==> src/sv/ecag_pkg.sv <==
// Package with shared types, constants and the rule lookup for the CA generation unit.
package ecag_pkg;

   localparam int unsigned TopBit     = 7;
   localparam int unsigned CellCount  = TopBit + 1;
   localparam logic [7:0]  RuleReset  = 8'd30;
   localparam int unsigned CsrAddrW   = 3;
   localparam int unsigned CsrDataW   = 32;
   localparam logic        RegRule    = 1'b0;
   localparam int unsigned QueueDepth = 4;
   localparam int unsigned QueueAw    = $clog2(QueueDepth);
   localparam int unsigned QueueCw    = $clog2(QueueDepth + 1);

   typedef struct packed {
      logic [TopBit:0] data;
      logic            last;
   } ecag_result_type;

   typedef struct packed {
      logic            valid;
      ecag_result_type result;
   } ecag_beat_type;

   typedef struct packed {
      ecag_beat_type held;
      ecag_beat_type tail;
   } ecag_push_type;

   function automatic logic [TopBit:0] ecag_next_byte(
      input logic [TopBit:0] cur,
      input logic            left_in,
      input logic            right_in,
      input logic [7:0]      rule
   );
      logic [TopBit+2:0] line;
      logic [TopBit:0]   result;
      line = {right_in, cur, left_in};
      for (int k = 0; k < CellCount; k++) begin
         result[k] = rule[{line[k], line[k+1], line[k+2]}];
      end
      return result;
   endfunction

endpackage

==> src/sv/ecag_csr.sv <==
// Configuration register file holding the rule number.
module ecag_csr import ecag_pkg::*; (
   input  logic                clock,
   input  logic                reset,
   input  logic                csr_psel,
   input  logic                csr_penable,
   input  logic                csr_pwrite,
   input  logic [CsrAddrW-1:0] csr_paddr,
   input  logic [CsrDataW-1:0] csr_pwdata,
   output logic [CsrDataW-1:0] csr_prdata,
   output logic                csr_pready,
   output logic [7:0]          rule
);

   logic [7:0] rule_ff;
   logic [7:0] rule_in;
   logic       wr_rule;

   assign csr_pready = 1'b1;
   assign wr_rule = csr_psel && csr_penable && csr_pwrite && csr_pready
                    && (csr_paddr[CsrAddrW-1] == RegRule);
   assign rule_in = wr_rule ? csr_pwdata[7:0] : rule_ff;
   assign rule = rule_ff;

   always_comb begin
      unique case (csr_paddr[CsrAddrW-1])
         RegRule: csr_prdata = {{(CsrDataW-8){1'b0}}, rule_ff};
         default: csr_prdata = '0;
      endcase
   end

   always_ff @(posedge clock) begin
      if (reset) begin
         rule_ff <= RuleReset;
      end else begin
         rule_ff <= rule_in;
      end
   end

endmodule

==> src/sv/ecag_core.sv <==
// Line state and rule evaluation for each accepted byte.
module ecag_core import ecag_pkg::*; (
   input  logic            clock,
   input  logic            reset,
   input  logic            accept,
   input  logic [TopBit:0] in_byte,
   input  logic            in_last,
   input  logic [7:0]      rule,
   output ecag_push_type   push
);

   logic [TopBit:0] held_byte_ff;
   logic [TopBit:0] held_byte_in;
   logic            held_valid_ff;
   logic            held_valid_in;
   logic            left_cell_ff;
   logic            left_cell_in;
   logic            tail_left;

   assign tail_left = held_valid_ff ? held_byte_ff[TopBit] : left_cell_ff;

   always_comb begin
      push.held.valid       = accept && held_valid_ff;
      push.held.result.data = ecag_next_byte(held_byte_ff, left_cell_ff, in_byte[0], rule);
      push.held.result.last = 1'b0;
      push.tail.valid       = accept && in_last;
      push.tail.result.data = ecag_next_byte(in_byte, tail_left, 1'b0, rule);
      push.tail.result.last = 1'b1;
   end

   always_comb begin
      held_byte_in  = held_byte_ff;
      held_valid_in = held_valid_ff;
      left_cell_in  = left_cell_ff;
      if (accept) begin
         if (in_last) begin
            held_byte_in  = '0;
            held_valid_in = 1'b0;
            left_cell_in  = 1'b0;
         end else begin
            held_byte_in  = in_byte;
            held_valid_in = 1'b1;
            left_cell_in  = tail_left;
         end
      end
   end

   always_ff @(posedge clock) begin
      if (reset) begin
         held_byte_ff  <= '0;
         held_valid_ff <= 1'b0;
         left_cell_ff  <= 1'b0;
      end else begin
         held_byte_ff  <= held_byte_in;
         held_valid_ff <= held_valid_in;
         left_cell_ff  <= left_cell_in;
      end
   end

endmodule

==> src/sv/ecag_queue.sv <==
// Small result queue that takes up to two results per cycle and hands out one.
module ecag_queue import ecag_pkg::*; (
   input  logic            clock,
   input  logic            reset,
   input  ecag_push_type   push,
   input  logic            pop,
   output ecag_result_type head,
   output logic            not_empty,
   output logic            has_room
);

   ecag_result_type      slots_ff [QueueDepth];
   logic [QueueAw-1:0]   wr_ptr_ff;
   logic [QueueAw-1:0]   wr_ptr_in;
   logic [QueueAw-1:0]   rd_ptr_ff;
   logic [QueueAw-1:0]   rd_ptr_in;
   logic [QueueCw-1:0]   count_ff;
   logic [QueueCw-1:0]   count_in;
   logic [1:0]           n_push;
   logic                 both;
   ecag_result_type      first_res;
   logic                 first_valid;

   assign both        = push.held.valid && push.tail.valid;
   assign first_valid = push.held.valid || push.tail.valid;
   assign first_res   = push.held.valid ? push.held.result : push.tail.result;
   assign n_push      = {1'b0, push.held.valid} + {1'b0, push.tail.valid};

   assign not_empty = (count_ff != '0);
   assign has_room  = (count_ff <= QueueCw'(QueueDepth - 2));
   assign head      = slots_ff[rd_ptr_ff];

   assign wr_ptr_in = wr_ptr_ff + QueueAw'(n_push);
   assign rd_ptr_in = rd_ptr_ff + QueueAw'(pop);
   assign count_in  = count_ff + QueueCw'(n_push) - QueueCw'(pop);

   always_ff @(posedge clock) begin
      if (first_valid) begin
         slots_ff[wr_ptr_ff] <= first_res;
      end
      if (both) begin
         slots_ff[wr_ptr_ff + QueueAw'(1)] <= push.tail.result;
      end
   end

   always_ff @(posedge clock) begin
      if (reset) begin
         wr_ptr_ff <= '0;
         rd_ptr_ff <= '0;
         count_ff  <= '0;
      end else begin
         wr_ptr_ff <= wr_ptr_in;
         rd_ptr_ff <= rd_ptr_in;
         count_ff  <= count_in;
      end
   end

endmodule

==> src/sv/elementary_ca_generation_unit.sv <==
// Top level of the elementary cellular automaton generation unit.
// Each byte but the last of a line is released by the transfer of the next byte;
// the last byte releases its own result and that of any held byte. Throughput is
// one byte per cycle while results are taken, set by the four-entry result queue,
// which takes an input while it holds at most two results. Synchronous reset clears
// the line state and the queue and sets the rule to 30.
module elementary_ca_generation_unit import ecag_pkg::*; (
   input  logic                clock,
   input  logic                reset,
   input  logic                req_tvalid,
   output logic                req_tready,
   input  logic [7:0]          req_tdata,   // [7:0] in_byte
   input  logic                req_tlast,
   output logic                rsp_tvalid,
   input  logic                rsp_tready,
   output logic [7:0]          rsp_tdata,   // [7:0] out_byte
   output logic                rsp_tlast,
   input  logic                csr_psel,
   input  logic                csr_penable,
   input  logic                csr_pwrite,
   input  logic [CsrAddrW-1:0] csr_paddr,
   input  logic [CsrDataW-1:0] csr_pwdata,
   output logic [CsrDataW-1:0] csr_prdata,
   output logic                csr_pready
);

   logic            accept;
   logic            pop;
   logic [7:0]      rule;
   ecag_push_type   push;
   ecag_result_type head;

   assign accept    = req_tvalid && req_tready;
   assign pop       = rsp_tvalid && rsp_tready;
   assign rsp_tdata = head.data;
   assign rsp_tlast = head.last;

   ecag_csr u_csr (
      .clock       (clock),
      .reset       (reset),
      .csr_psel    (csr_psel),
      .csr_penable (csr_penable),
      .csr_pwrite  (csr_pwrite),
      .csr_paddr   (csr_paddr),
      .csr_pwdata  (csr_pwdata),
      .csr_prdata  (csr_prdata),
      .csr_pready  (csr_pready),
      .rule        (rule)
   );

   ecag_core u_core (
      .clock   (clock),
      .reset   (reset),
      .accept  (accept),
      .in_byte (req_tdata),
      .in_last (req_tlast),
      .rule    (rule),
      .push    (push)
   );

   ecag_queue u_queue (
      .clock     (clock),
      .reset     (reset),
      .push      (push),
      .pop       (pop),
      .head      (head),
      .not_empty (rsp_tvalid),
      .has_room  (req_tready)
   );

endmodule

==> config.mk <==
export PLATFORM = sky130hd
export DESIGN_NAME = elementary_ca_generation_unit
export DESIGN_NICKNAME = d
export VERILOG_FILES = /design/src/sv/ecag_pkg.sv /design/src/sv/ecag_csr.sv /design/src/sv/ecag_core.sv /design/src/sv/ecag_queue.sv /design/src/sv/elementary_ca_generation_unit.sv
export SDC_FILE = /design/constraint.sdc
export NUM_CORES = 1
export LEC_CHECK = 0
export BUFFER_PORTS_ARGS = -buffer_cell sky130_fd_sc_hd__clkbuf_2
export CAP_MARGIN = 20
export CORE_MARGIN = 1.5
export CORE_UTILIZATION = 50
export CTS_BUF_LIST = sky130_fd_sc_hd__clkbuf_8
export DETAILED_ROUTE_END_ITERATION = 10
export PLACE_DENSITY_LB_ADDON = 0.05
export RECOVER_POWER = 50
export SLEW_MARGIN = 15
export SYNTH_ARGS = -nofsm -noshare
export SYNTH_HDL_FRONTEND = slang
export SYNTH_SLANG_ARGS = --single-unit
export TNS_END_PERCENT = 30
==> constraint.sdc <==
create_clock -name clock -period 7.2 [get_ports clock]
set_clock_uncertainty 0.1 [all_clocks]
set_input_delay 0.36 -clock clock [delete_from_list [all_inputs] [get_ports clock]]
set_output_delay 0.36 -clock clock [all_outputs]
set_load 0.1 [all_outputs]
# Yosys cells after proc, flatten, opt, wreduce, memory -nomap -nowiden
# Memory sizes are Yosys's and may differ from the RTL's. A register that Yosys moved wholly into a read port is not among the register bits.
# Cells that the tools add are included.
# Widths: inputs -> output; s select.
dict set report word_totals {
  regBits 25
  ram_bits 36
  in_bits 51
  output_inout_bits 44
  word_cells 85
  mem_count 1
}
dict set report op_classes {
  addsub 6
  magnitude_cmp 17
  n_mux 43
  n_bitwise 1
  reduce_logical 10
}
# memory depth word_bits rd rd_clocked_by_memory_dff wr line
set memory_table {}
lappend memory_table {u_queue.slots_ff 4 9 1 1 2 ecag_queue.sv:12} ;# ecag_result_type slots_ff [QueueDepth];
# cell n
set op_table {}
lappend op_table {{$lt 3x4->1 const B} 16}
lappend op_table {{$bmux 1 s3} 15}
lappend op_table {{$mux 1} 23}
lappend op_table {{$mux 8} 2}
lappend op_table {{$mux 9} 1}
lappend op_table {{$logic_and 1x1->1} 8}
lappend op_table {{$add 3x2->3} 1}
lappend op_table {{$le 3x2->1 const B} 1}
lappend op_table {{$reduce_bool 3->1} 1}
lappend op_table {{$sub 3x1->3} 1}
lappend op_table {{$add 1x1->2} 1}
lappend op_table {{$add 2x1->2} 1}
lappend op_table {{$add 2x1->2 const B} 1}
lappend op_table {{$add 2x2->2} 1}
lappend op_table {{$bmux 1 s2} 1}
lappend op_table {{$mux 2} 1}
lappend op_table {{$logic_or 1x1->1} 1}
lappend op_table {{$not 1->1} 1}

# Logic depth before layout (Yosys ltp)
# Gate-level depths: netlist of the first run.
dict set report logic_depth {
  ltp_word 6
  ltp_mapped 13
  ltp_nobuf 12
}

# Modules after synthesis
# A second synthesis of the first run with hierarchy kept.
dict set report unflattened {
  cells_unflattened 371
  area_unflattened_um2 4616.9
}
# module instances cells_each area_per_inst_um2 seq_area_each_um2
set modules_own_cells {}
lappend modules_own_cells {ecag_queue 1 181 2362.3 1221.2}
lappend modules_own_cells {ecag_core 1 118 1631.6 200.2}
lappend modules_own_cells {ecag_csr 1 70 610.6 160.2}
lappend modules_own_cells {elementary_ca_generation_unit 1 2 12.5 0.0}

# Worst setup path after synthesis of the first run
# No wires, ideal clock.
dict set report synth_path {
  path_kind {register to register}
  start {register u_queue.count_ff[0]}
  end {register u_queue.count_ff[2]}
  setup_ns 0.128
  arrival_ns 2.829
  required_ns 6.972
  setup_slack_ns 4.143
  stages_incl_launch_ff 14
  path_buffers 1
  period_less_slack_ns 3.057
  path_cell_list {dfxtp_1 a21oi_4 and2_1 buf_2 nand2_1 inv_1 ha_1 inv_1 ha_1 inv_1 fa_1 xor2_1 xnor2_1 nor2_1}
}
dict set report synth_via {
  elab_chain_cells 6
  elab_cells_between_ends 9
  cone_classes {3 x add/sub; 1 x order compare; 5 x reduce/logical}
}
# item line
set synth_lines {}
lappend synth_lines {{from (decl)} ecag_queue.sv:17} ;# logic [QueueCw-1:0] count_ff;
lappend synth_lines {{from (signal assigned)} ecag_queue.sv:54} ;# count_ff <= count_in;
lappend synth_lines {{$le 3x2->1 *} ecag_queue.sv:30} ;# assign has_room = (count_ff <= QueueCw'(QueueDepth - 2));
lappend synth_lines {{net req_tready} elementary_ca_generation_unit.sv:11} ;# output logic req_tready,
lappend synth_lines {{$logic_and 1x1->1 *} elementary_ca_generation_unit.sv:33} ;# assign accept = req_tvalid && req_tready;
lappend synth_lines {{$logic_and 1x1->1, on equally long branches} {ecag_core.sv:23, ecag_core.sv:26}}
lappend synth_lines {{$add 1x1->2 *} ecag_queue.sv:27} ;# assign n_push = {1'b0, push.held.valid} + {1'b0, push.tail.valid};
lappend synth_lines {{$add 3x2->3 *} ecag_queue.sv:35} ;# assign count_in = count_ff + QueueCw'(n_push) - QueueCw'(pop);
lappend synth_lines {{$sub 3x1->3 *} ecag_queue.sv:35}
# Mark *: on every way through the listed nets, which the timed path passes. The rest lies on a longest branch.
# A chain may end at the register's enable or synchronous reset.

==> metrics.txt, run 1 <==
# TYPE chip_impl_metric gauge
chip_impl_metric{name="ctsHoldBuffers",unit=""} 0
chip_impl_metric{name="std_cell_rows",unit=""} 33
chip_impl_metric{name="route.detailed.vias_per_inst",unit=""} 5.808
chip_impl_metric{name="maxSlewHeadroom",unit=""} 0.2163
chip_impl_metric{name="cts.repair_timing.setup_buffer_count",unit=""} 0
chip_impl_metric{name="globalRouteOverflowTotal",unit=""} 0
chip_impl_metric{name="num-nets-final",unit=""} 427
chip_impl_info{name="synthTopCellsByCount",value="edfxtp_1, mux4_2, o22ai_1"} 1
chip_impl_metric{name="post_cts_gate_resize_count",unit=""} 0
chip_impl_metric{name="fp.dieArea",unit="mm²"} 0.009016
chip_impl_metric{name="sequential_power_share",unit=""} 0.346
chip_impl_metric{name="worstMarginPinSlew",unit="ns"} 1.181
chip_impl_metric{name="worstPathMaxFanout",unit=""} 10
chip_impl_metric{name="h_tree_depth_reported_by_cts",unit=""} 3
chip_impl_metric{name="drcViolationCount",unit=""} 0
chip_impl_metric{name="power.switching",unit="mW"} 0.6377
chip_impl_metric{name="syn_avg_cell_area",unit="µm²"} 12.25
chip_impl_metric{name="ios",unit=""} 95
chip_impl_metric{name="fin_crit_sh",unit=""} 0.4766
chip_impl_metric{name="cts_inserted_buffers",unit=""} 9
chip_impl_metric{name="asyncSetResetFlopFracSynth",unit=""} 0
chip_impl_metric{name="synth-warning-count",unit=""} 0
chip_impl_info{name="tritoncts",value="yes"} 1
chip_impl_info{name="clk_root_buffer_cell",value="clkbuf_8"} 1
chip_impl_metric{name="syn_inst",unit=""} 345
chip_impl_metric{name="timing.max_cap.violations",unit=""} 0
chip_impl_metric{name="synthesis.area",unit="mm²"} 0.004228
chip_impl_metric{name="power.share.switching",unit=""} 0.4692
chip_impl_metric{name="initial_utilization",unit=""} 0.5145
chip_impl_metric{name="die_width",unit="µm"} 94.96
chip_impl_metric{name="comb_power_share",unit=""} 0.450
chip_impl_metric{name="wl",unit="µm"} 8736
chip_impl_metric{name="clock_insertion_delay_at_the_later_pin_of_the_skew_report",unit="ns"} 0.34
chip_impl_metric{name="grt_antenna_before_repair",unit=""} 0
chip_impl_info{name="outcome",value="completed"} 1
chip_impl_metric{name="drive_above_1_share",unit=""} 0.2359
chip_impl_metric{name="gp_congestion",unit=""} 0.8157
chip_impl_metric{name="drt-wirelength-per-cell",unit="µm"} 18.28
chip_impl_metric{name="reg2reg_setup_slack",unit="ns"} 3.77
chip_impl_metric{name="drt_iter0_drc",unit=""} 134
chip_impl_metric{name="maxSlewViolCount",unit=""} 0
chip_impl_metric{name="finalSetupViolCount",unit=""} 0
chip_impl_metric{name="maxClockFrequency",unit="MHz"} 291.4
chip_impl_metric{name="routed-via-count",unit=""} 2776
chip_impl_metric{name="post-synth-top-area-fraction",unit=""} 0.2273
chip_impl_metric{name="clk_transition_reported_paths",unit="ns"} 0.07
chip_impl_metric{name="via_count_of_the_first_global_routing_pass",unit=""} 2485
chip_impl_metric{name="synth_enable_flop_cells",unit=""} 32
chip_impl_metric{name="cts_sinks",unit=""} 61
chip_impl_metric{name="report.power.total",unit="mW"} 1.359
chip_impl_metric{name="core_area",unit="mm²"} 0.008217
chip_impl_metric{name="detail_route.first_pass.iterations",unit=""} 5
chip_impl_info{name="rsz0062_at_grt",value="false"} 1
chip_impl_metric{name="worst_r2r_path_depth",unit=""} 6
chip_impl_metric{name="port_buffers",unit=""} 43
chip_impl_metric{name="layout-area-overhead-vs-synth",unit="%"} 4.676
chip_impl_metric{name="detail-route-antenna-nets",unit=""} 0
chip_impl_metric{name="pwr_per_cell_area",unit="mW/mm²"} 307.1
chip_impl_metric{name="timing_hold_violations_final",unit=""} 0
chip_impl_info{name="dominantRegCellSynth",value="edfxtp_1"} 1
chip_impl_metric{name="yosysSeqAreaShare",unit=""} 0.3646
chip_impl_info{name="worst_hold_startpoint",value="csr_pwdata[2]"} 1
chip_impl_info{name="worstHoldPathType",value="input pin to flop"} 1
chip_impl_metric{name="grt_use_total",unit=""} 0.2115
chip_impl_metric{name="p_int",unit="mW"} 0.7213
chip_impl_metric{name="place.detailed.hpwl",unit="µm"} 5986
chip_impl_info{name="r2r_end",value="u_queue.slots_ff[0][6]$_DFFE_PP_"} 1
chip_impl_metric{name="grt_first_pass_wirelength",unit="µm"} 13930
chip_impl_metric{name="grt_max_degree",unit=""} 26
chip_impl_metric{name="critical_path_required",unit="ns"} 7.07
chip_impl_metric{name="timing.setup.tns",unit="ns"} 0
chip_impl_metric{name="power_leakage",unit="nW"} 1.529
chip_impl_info{name="regToRegStartpoint",value="u_queue.count_ff[0]$_SDFF_PP0_"} 1
chip_impl_metric{name="pwr-share-clk",unit=""} 0.204
chip_impl_metric{name="ys_ff_latch",unit=""} 61
chip_impl_metric{name="irDropWorstVdd",unit="V"} 0.0001404
chip_impl_info{name="leading_post_synthesis_cells_by_cell_area",value="edfxtp_1, mux4_2, dfxtp_1"} 1
chip_impl_metric{name="die_y",unit="µm"} 94.96
chip_impl_metric{name="cts_max_path_buffers",unit=""} 2
chip_impl_info{name="synthDominantAreaCellType",value="edfxtp_1"} 1
chip_impl_metric{name="holdPathStages",unit=""} 3
chip_impl_info{name="setup.worst_path.start_class",value="flop"} 1
chip_impl_info{name="timing.critical_path.to_type",value="flop"} 1
chip_impl_info{name="hold-path-endpoint",value="u_csr.rule[2]$_SDFFE_PP1P_"} 1
chip_impl_info{name="yosys.cell_count.top_type",value="edfxtp_1"} 1
chip_impl_metric{name="period_minus_slack",unit="ns"} 3.432
chip_impl_metric{name="diodes",unit=""} 0
chip_impl_info{name="timing_worst_setup_path_type",value="flop to flop"} 1
chip_impl_metric{name="synthDistinctLibCells",unit=""} 49
chip_impl_metric{name="worstPathArrival",unit="ns"} 3.30
## cell families (layout without fill, tap and decap cells)
family | Yosys count | count (layout) | share of synthesized area
multiplexers | 53 | 53 | 0.2844
other | 2 | 25 | 0.001776
buffers and inverters | 65 | 70 | 0.09825
AO/OA/AOI/OAI | 61 | 61 | 0.09677
XOR/XNOR | 5 | 5 | 0.01036
adder cells (fa/ha/maj) | 8 | 8 | 0.02545
AND/OR/NAND/NOR | 90 | 90 | 0.1184
flip-flops | 61 | 61 | 0.3646
## per-layer routing
layer / track usage / wire length, µm / share of wire / up-vias
li1: - / - / - / 1309
met1: 0.3001 / 3999 / 0.46 / 1339
met2: 0.3179 / 3996 / 0.46 / 115
met3: 0.05233 / 613 / 0.070 / 13
met4: 0.06716 / 127 / 0.015 / 0
met5: 0 / 0 / 0 / -
## critical path, stage by stage (launching register included)
cell and delay [ns]:
dfxtp_1 0.32, a21oi_1 0.42, and2_0 0.58, nand2_1 0.17, ha_1 0.28, nor3_1 0.53, or2_0 0.66
## area by class of cell
cell class | instances | area [µm²]
timing repair buffer | 43 | 191.4
fill | 727 | 3791
clock inverter | 5 | 27.53
multi-input combinational | 242 | 2341
tap | 105 | 131.4
sequential | 61 | 1541
clock buffer | 11 | 151.4
inverter | 11 | 41.29
## flip-flops by register name (all words and copies together) (netlist names)
name,cells
u_core.held_byte_ff,8
u_core.held_valid_ff,1
u_core.left_cell_ff,1
u_csr.rule,8
u_queue.count_ff,3
u_queue.rd_ptr_ff,2
u_queue.slots_ff,36
u_queue.wr_ptr_ff,2
## through the flow
stage               worst slack (ns)  instances  area, µm²  utilization  hold slack (ns)
floorplan                      4.143        368       4314            -           0.3316
global placement               4.158        462       4287       0.5217           0.3496
detailed placement             4.168        462       4287       0.5217           0.3549
CTS                            4.134        478       4466       0.5435           0.1164
global route                   3.483        478       4425       0.5386           0.1366
finish                         3.768        478       4425       0.5386           0.1271
## power by group through the flow
stage / clock (mW) / combinational (mW) / sequential (mW)
global placement: 0 / 0.621 / 0.479
CTS: 0.283 / 0.626 / 0.475
global route: 0.298 / 0.652 / 0.479
finish: 0.278 / 0.611 / 0.470
detailed placement: 0 / 0.624 / 0.483
floorplan: 0 / 0.593 / 0.441
## how the worst max path moves through the flow
stage / start / to / slack, ns
after floorplan: u_queue.count_ff[0]$_SDFF_PP0_ / u_queue.count_ff[2]$_SDFF_PP0_ / 4.14
after global routing: u_queue.count_ff[0]$_SDFF_PP0_ / u_queue.slots_ff[0][6]$_DFFE_PP_ / 3.48
after detailed placement: u_queue.count_ff[0]$_SDFF_PP0_ / u_queue.slots_ff[3][5]$_DFFE_PP_ / 4.17
final: u_queue.count_ff[0]$_SDFF_PP0_ / u_queue.slots_ff[0][6]$_DFFE_PP_ / 3.77
after CTS: u_queue.count_ff[0]$_SDFF_PP0_ / u_queue.slots_ff[3][3]$_DFFE_PP_ / 4.13
after global placement: u_queue.count_ff[0]$_SDFF_PP0_ / u_queue.slots_ff[3][5]$_DFFE_PP_ / 4.16
## placed cells by master, fill, tap and decap left out, drive strengths merged, types with 4 or more instances in the layout
cell type   n
mux4       38
ha          7
nor2b      14
dfxtp      29
nor2        7
conb       25
o22ai      30
edfxtp     32
a21oi      20
mux2i      15
clkbuf     54
nand3b     12
o21a        4
nand2      32
inv        12
Power figures use the tool's default switching activity.
==> run 2, diff against run 1 <==
Clock period 7.2 ns to 3.4 ns, I/O delays scaled along.
==> metrics.txt, run 2 (synthesis gave the netlist of run 1 again) <==
# TYPE chip_impl_metric gauge
chip_impl_info{name="outcome",value="completed"} 1
chip_impl_metric{name="detail_route.first_pass.iterations",unit=""} 4
chip_impl_metric{name="max_stage_delay",unit="ns"} 0.41
chip_impl_metric{name="worstPathArrival",unit="ns"} 2.82
chip_impl_metric{name="die_width",unit="µm"} 94.96
chip_impl_info{name="critical_path.cell_chain",value="a21oi_4, and3_1, inv_1, ha_1, and2b_1, nand4_1, or2_0, o22ai_1"} 1
chip_impl_metric{name="cts_max_path_buffers",unit=""} 2
chip_impl_metric{name="clock_insertion_delay_at_the_later_pin_of_the_skew_report",unit="ns"} 0.33
chip_impl_metric{name="routed-via-count",unit=""} 2812
chip_impl_metric{name="detail-route-antenna-nets",unit=""} 0
chip_impl_metric{name="maxSlewViolCount",unit=""} 0
chip_impl_metric{name="power.switching",unit="mW"} 1.364
chip_impl_metric{name="nFillCells",unit=""} 715
chip_impl_metric{name="timing.setup.tns",unit="ns"} 0
chip_impl_info{name="timing_worst_setup_path_type",value="flop to flop"} 1
chip_impl_metric{name="drcViolationCount",unit=""} 0
chip_impl_metric{name="drive_above_1_share",unit=""} 0.2416
chip_impl_metric{name="place.detailed.hpwl",unit="µm"} 6065
chip_impl_metric{name="num-nets-final",unit=""} 439
chip_impl_metric{name="final-seq-area",unit="mm²"} 0.001541
chip_impl_metric{name="die_y",unit="µm"} 94.96
chip_impl_metric{name="finalSetupViolCount",unit=""} 0
chip_impl_metric{name="critical_path_required",unit="ns"} 3.45
chip_impl_metric{name="cts_sinks",unit=""} 61
chip_impl_metric{name="ios",unit=""} 95
chip_impl_info{name="cp_slowest_cell",value="or2_0"} 1
chip_impl_metric{name="maxSlewHeadroom",unit=""} 0.2186
chip_impl_metric{name="report.power.total",unit="mW"} 2.943
chip_impl_metric{name="post_cts_gate_resize_count",unit=""} 0
chip_impl_metric{name="layout-area-overhead-vs-synth",unit="%"} 7.547
chip_impl_metric{name="irDropWorstVdd",unit="V"} 0.0002859
chip_impl_info{name="worstHoldPathType",value="input pin to flop"} 1
chip_impl_metric{name="cts_inserted_buffers",unit=""} 9
chip_impl_info{name="tritoncts",value="yes"} 1
chip_impl_metric{name="period_minus_slack",unit="ns"} 2.763
chip_impl_metric{name="power.share.switching",unit=""} 0.4635
chip_impl_metric{name="pwr-share-clk",unit=""} 0.214
chip_impl_metric{name="clk_transition_reported_paths",unit="ns"} 0.07
chip_impl_metric{name="globalRouteOverflowTotal",unit=""} 0
chip_impl_info{name="layout.cells.most_common",value="edfxtp_1"} 1
chip_impl_metric{name="timing.max_cap.violations",unit=""} 0
chip_impl_info{name="rsz0062_at_grt",value="false"} 1
chip_impl_metric{name="power_leakage",unit="nW"} 1.588
chip_impl_metric{name="worstMarginPinSlew",unit="ns"} 1.177
chip_impl_metric{name="fin_crit_sh",unit=""} 0.8125
chip_impl_info{name="top_register",value="u_queue.slots_ff"} 1
chip_impl_metric{name="pwr_per_cell_area",unit="mW/mm²"} 647.2
chip_impl_metric{name="route.detailed.vias_per_inst",unit=""} 5.739
chip_impl_metric{name="core_area",unit="mm²"} 0.008217
chip_impl_metric{name="largest_register_ff_count",unit=""} 36
chip_impl_metric{name="maxClockFrequency",unit="MHz"} 362.0
chip_impl_metric{name="grt_max_degree",unit=""} 26
chip_impl_metric{name="gp_congestion",unit=""} 0.8233
chip_impl_metric{name="p_int",unit="mW"} 1.579
chip_impl_info{name="clk_root_buffer_cell",value="clkbuf_8"} 1
chip_impl_info{name="setup.worst_path.start_class",value="flop"} 1
chip_impl_metric{name="wl",unit="µm"} 8791
chip_impl_metric{name="grt_use_total",unit=""} 0.2136
chip_impl_metric{name="fp.dieArea",unit="mm²"} 0.009016
chip_impl_metric{name="worstPathMaxFanout",unit=""} 8
chip_impl_metric{name="drt-wirelength-per-cell",unit="µm"} 17.94
chip_impl_metric{name="diodes",unit=""} 0
chip_impl_metric{name="h_tree_depth_reported_by_cts",unit=""} 3
chip_impl_metric{name="grt_first_pass_wirelength",unit="µm"} 14150
chip_impl_metric{name="comb_power_share",unit=""} 0.447
chip_impl_info{name="timing.critical_path.to_type",value="flop"} 1
chip_impl_metric{name="std_cell_rows",unit=""} 33
chip_impl_metric{name="port_buffers",unit=""} 43
chip_impl_metric{name="area_used_by_multi_input_combinational_logic",unit="mm²"} 0.002352
chip_impl_metric{name="initial_utilization",unit=""} 0.5145
chip_impl_metric{name="via_count_of_the_first_global_routing_pass",unit=""} 2599
chip_impl_metric{name="grt_antenna_before_repair",unit=""} 0
chip_impl_metric{name="drt_iter0_drc",unit=""} 137
chip_impl_metric{name="sequential_power_share",unit=""} 0.339
chip_impl_info{name="layout.cells.most_common_list",value="edfxtp_1, nand2_1, mux4_2, o22ai_1, dfxtp_1"} 1
chip_impl_metric{name="timing_hold_violations_final",unit=""} 0
==> run 2: cell count changes in the layout (fill, tap and decap cells not counted), sizes merged <==
cell / change
bufinv: +1
clkinv: +3
buf: +1
dlygate4sd3: +8
inv: -1
clkinvlp: -1
clkbuf: +1
==> run 2: worst max-delay path, delay by kind of cell, from the launching register on <==
| kind | cells | cell delay [ns] |
|---|---|---|
| AOI/OAI and AO/OA | 2 | 0.52 |
| and+or+nand+nor | 4 | 1.15 |
| DFF | 1 | 0.35 |
| buffers and inverters | 1 | 0.20 |
| adders and majority gates | 1 | 0.27 |
==> run 2: metal layers <==
layer  GRT usage  vias up  part of all wire
met3     0.04187        5             0.051
met2      0.3423      105              0.48
met1      0.2957     1367              0.46
li1            -     1335                 -
met4     0.05846        0            0.0071
met5           0        -                 0
==> run 2: power groups by stage <==
stage               combinational, mW  sequential, mW  clock, mW
detailed placement               1.34            1.02          0
floorplan                        1.26           0.934          0
CTS                              1.35            1.00      0.641
finish                           1.32           0.997      0.630
global placement                 1.33            1.01          0
global route                     1.41            1.02      0.669
==> run 2: worst paths after layout <==
check | start | slack [ns] | end | depth (start not counted)
setup / recovery | u_queue.count_ff[0]$_SDFF_PP0_ | 0.64 | u_queue.slots_ff[1][3]$_DFFE_PP_ | 8
hold / removal | req_tdata[7] | 0.08 | u_core.held_byte_ff[7]$_SDFFE_PP0N_ | 3
setup reg to reg | u_queue.count_ff[0]$_SDFF_PP0_ | 0.64 | u_queue.slots_ff[1][3]$_DFFE_PP_ | 8
hold reg to reg | u_queue.slots_ff[2][0]$_SDFFE_PP1P_ | 0.37 | u_queue.slots_ff[2][0]$_SDFFE_PP1P_ | 1
==> run 2: final cells by class <==
class / instances / share of cell area
inverters: 11 / 0.009081
flip-flops and latches: 61 / 0.3390
repair buffers: 55 / 0.06384
multi-input cells: 242 / 0.5173
clock buffers: 9 / 0.02724
well taps: 105 / 0.02889
clock inverters: 7 / 0.01458
==> run 2: repair_timing <==
item                      CTS  global route
hold buffers                8             0
buffers inserted            0             0
hold endpoints to repair    8             0
==> run 2: per-stage QoR <==
stage / area (µm²) / setup WS, ns / hold WS, ns / util / cells
3_5_place_dp: 4317 / 0.7056 / 0.2836 / 0.5254 / 466
4_1_cts: 4587 / 0.6821 / 0.07839 / 0.5582 / 490
3_3_place_gp: 4317 / 0.7117 / 0.2836 / 0.5254 / 466
2_1_floorplan: 4314 / 0.3432 / 0.1416 / - / 368
6_report: 4547 / 0.6374 / 0.08480 / 0.5534 / 490
5_1_grt: 4547 / 0.4238 / 0.09377 / 0.5534 / 490
==> run 3, diff against run 2 <==
Clock period 3.4 ns to 2.8 ns, I/O delays scaled along.
==> metrics.txt, run 3 (synthesis gave the netlist of run 1 again) <==
# TYPE chip_impl_metric gauge
chip_impl_metric{name="setup_slack",unit="ns"} 0.2169
chip_impl_metric{name="postPlaceCellArea",unit="mm²"} 0.004344
chip_impl_metric{name="timing.max_cap.violations",unit=""} 0
chip_impl_metric{name="maxSlewViolCount",unit=""} 0
chip_impl_metric{name="port_buffers",unit=""} 43
chip_impl_metric{name="period_minus_slack",unit="ns"} 2.583
chip_impl_metric{name="diodes",unit=""} 0
chip_impl_info{name="timing_worst_setup_path_type",value="flop to flop"} 1
chip_impl_metric{name="place.detailed.hpwl",unit="µm"} 6185
chip_impl_metric{name="layout-area-overhead-vs-synth",unit="%"} 7.487
chip_impl_metric{name="gp_congestion",unit=""} 0.8474
chip_impl_metric{name="timing_hold_violations_final",unit=""} 0
chip_impl_metric{name="dp_slack",unit="ns"} 0.2583
chip_impl_metric{name="largest_register_ff_count",unit=""} 36
chip_impl_metric{name="cts_inserted_buffers",unit=""} 9
chip_impl_metric{name="route.detailed.vias_per_inst",unit=""} 5.667
chip_impl_metric{name="drt_iter0_drc",unit=""} 117
chip_impl_metric{name="globalRouteOverflowTotal",unit=""} 0
chip_impl_metric{name="initial_utilization",unit=""} 0.5145
chip_impl_metric{name="fin_crit_sh",unit=""} 0.9225
chip_impl_metric{name="cts.repair_timing.setup_buffer_count",unit=""} 0
chip_impl_metric{name="grt_max_degree",unit=""} 26
chip_impl_metric{name="worstMarginPinSlew",unit="ns"} 1.167
chip_impl_metric{name="detail-route-antenna-nets",unit=""} 0
chip_impl_metric{name="cts_sinks",unit=""} 61
chip_impl_metric{name="drive_above_1_share",unit=""} 0.2753
chip_impl_metric{name="detail_route.first_pass.iterations",unit=""} 5
chip_impl_metric{name="grt_antenna_before_repair",unit=""} 0
chip_impl_metric{name="worstPathMaxFanout",unit=""} 10
chip_impl_metric{name="pwr-share-clk",unit=""} 0.207
chip_impl_metric{name="std_cell_rows",unit=""} 33
chip_impl_metric{name="p_int",unit="mW"} 1.929
chip_impl_metric{name="via_count_of_the_first_global_routing_pass",unit=""} 2646
chip_impl_metric{name="fp.dieArea",unit="mm²"} 0.009016
chip_impl_info{name="layout.cells.most_common",value="clkbuf_2"} 1
chip_impl_info{name="outcome",value="completed"} 1
chip_impl_metric{name="ios",unit=""} 95
chip_impl_metric{name="power.share.switching",unit=""} 0.4600
chip_impl_metric{name="die_width",unit="µm"} 94.96
chip_impl_metric{name="die_y",unit="µm"} 94.96
chip_impl_metric{name="report.power.total",unit="mW"} 3.573
chip_impl_metric{name="timing.setup.tns",unit="ns"} 0
chip_impl_info{name="tritoncts",value="yes"} 1
chip_impl_metric{name="critical_path_required",unit="ns"} 2.67
chip_impl_info{name="setup.worst_path.start_class",value="flop"} 1
chip_impl_metric{name="worst_r2r_path_depth",unit=""} 8
chip_impl_metric{name="clock_insertion_delay_at_the_later_pin_of_the_skew_report",unit="ns"} 0.34
chip_impl_metric{name="nFillCells",unit=""} 726
chip_impl_metric{name="grt_first_pass_wirelength",unit="µm"} 14580
chip_impl_info{name="rsz0062_at_grt",value="false"} 1
chip_impl_metric{name="sequential_power_share",unit=""} 0.341
chip_impl_metric{name="wl",unit="µm"} 9015
chip_impl_metric{name="drt-wirelength-per-cell",unit="µm"} 18.40
chip_impl_metric{name="cts_max_path_buffers",unit=""} 2
chip_impl_metric{name="irDropWorstVdd",unit="V"} 0.0002943
chip_impl_metric{name="maxClockFrequency",unit="MHz"} 387.1
chip_impl_metric{name="grt_use_total",unit=""} 0.2184
chip_impl_metric{name="maxSlewHeadroom",unit=""} 0.2254
chip_impl_metric{name="worstPathArrival",unit="ns"} 2.45
chip_impl_metric{name="clk_transition_reported_paths",unit="ns"} 0.07
chip_impl_metric{name="pwr_per_cell_area",unit="mW/mm²"} 786.2
chip_impl_metric{name="h_tree_depth_reported_by_cts",unit=""} 3
chip_impl_metric{name="core_area",unit="mm²"} 0.008217
chip_impl_metric{name="power_leakage",unit="nW"} 1.616
chip_impl_info{name="top_register",value="u_queue.slots_ff"} 1
chip_impl_info{name="timing.critical_path.to_type",value="flop"} 1
chip_impl_info{name="layout.cells.most_common_list",value="clkbuf_2, edfxtp_1, mux4_2, o22ai_1, nand2_1"} 1
chip_impl_metric{name="routed-via-count",unit=""} 2777
chip_impl_metric{name="finalSetupViolCount",unit=""} 0
chip_impl_metric{name="comb_power_share",unit=""} 0.452
chip_impl_metric{name="final_area",unit="mm²"} 0.004544
chip_impl_metric{name="drcViolationCount",unit=""} 0
chip_impl_metric{name="power.switching",unit="mW"} 1.644
chip_impl_metric{name="worst_hold_slack",unit="ns"} 0.06293
chip_impl_metric{name="num-nets-final",unit=""} 439
chip_impl_metric{name="holdPathStages",unit=""} 3
chip_impl_info{name="worstHoldPathType",value="input pin to flop"} 1
chip_impl_info{name="clk_root_buffer_cell",value="clkbuf_8"} 1
[run 3: repair_timing]
item / in CTS / in global routing
hold buffers: 8 / 0
setup endpoints to repair: 0 / 0
gates resized for setup: 0 / 0
endpoints found under the hold margin: 8 / 0
[run 3: worst paths after layout]
check | slack (ns) | start | to
hold reg to reg | 0.37 | u_queue.slots_ff[0][0]$_SDFFE_PP1P_ | u_queue.slots_ff[0][0]$_SDFFE_PP1P_
setup / recovery | 0.22 | u_queue.count_ff[2]$_SDFF_PP0_ | u_queue.slots_ff[3][1]$_DFFE_PP_
hold / removal | 0.06 | req_tdata[7] | u_core.held_byte_ff[7]$_SDFFE_PP0N_
setup reg to reg | 0.22 | u_queue.count_ff[2]$_SDFF_PP0_ | u_queue.slots_ff[3][1]$_DFFE_PP_
[run 3: per-layer routing]
metal,vias to the layer above,wire length (µm),GRT usage
li1,1334,-,-
met1,1323,4123,0.3028
met2,111,4165,0.3440
met3,9,628,0.04106
met4,0,97,0.07338
met5,-,0,0
[run 3: power groups by stage]
stage / sequential (mW) / clock, mW / combinational, mW
final: 1.22 / 0.740 / 1.61
after global routing: 1.24 / 0.794 / 1.71
after detailed placement: 1.24 / 0 / 1.63
after global placement: 1.24 / 0 / 1.62
after CTS: 1.22 / 0.757 / 1.65
after floorplan: 1.14 / 0 / 1.54
[run 3: layout make-up]
class                   count  area [µm²]  share of cell area
clock buffers               9       123.9             0.02726
multi-input cells         242        2342              0.5154
well taps                 105       131.4             0.02891
flip-flops and latches     61        1544              0.3398
inverters                  11       41.29            0.009086
repair buffers             55       302.8             0.06663
clock inverters             7       58.81             0.01294
[run 3: worst max-delay path, cell delays in order (launching register included)]
cell	delay, ns
dfxtp_1	0.36
a21oi_4	0.21
and2_4	0.26
nand2_1	0.09
inv_1	0.09
ha_1	0.22
nor2b_1	0.29
nor2_1	0.13
nor2b_2	0.46
[run 3: per-stage QoR]
stage,util,cells
2_1_floorplan,-,368
3_3_place_gp,0.5287,466
3_5_place_dp,0.5287,466
4_1_cts,0.5607,490
5_1_grt,0.5531,490
6_report,0.5531,490
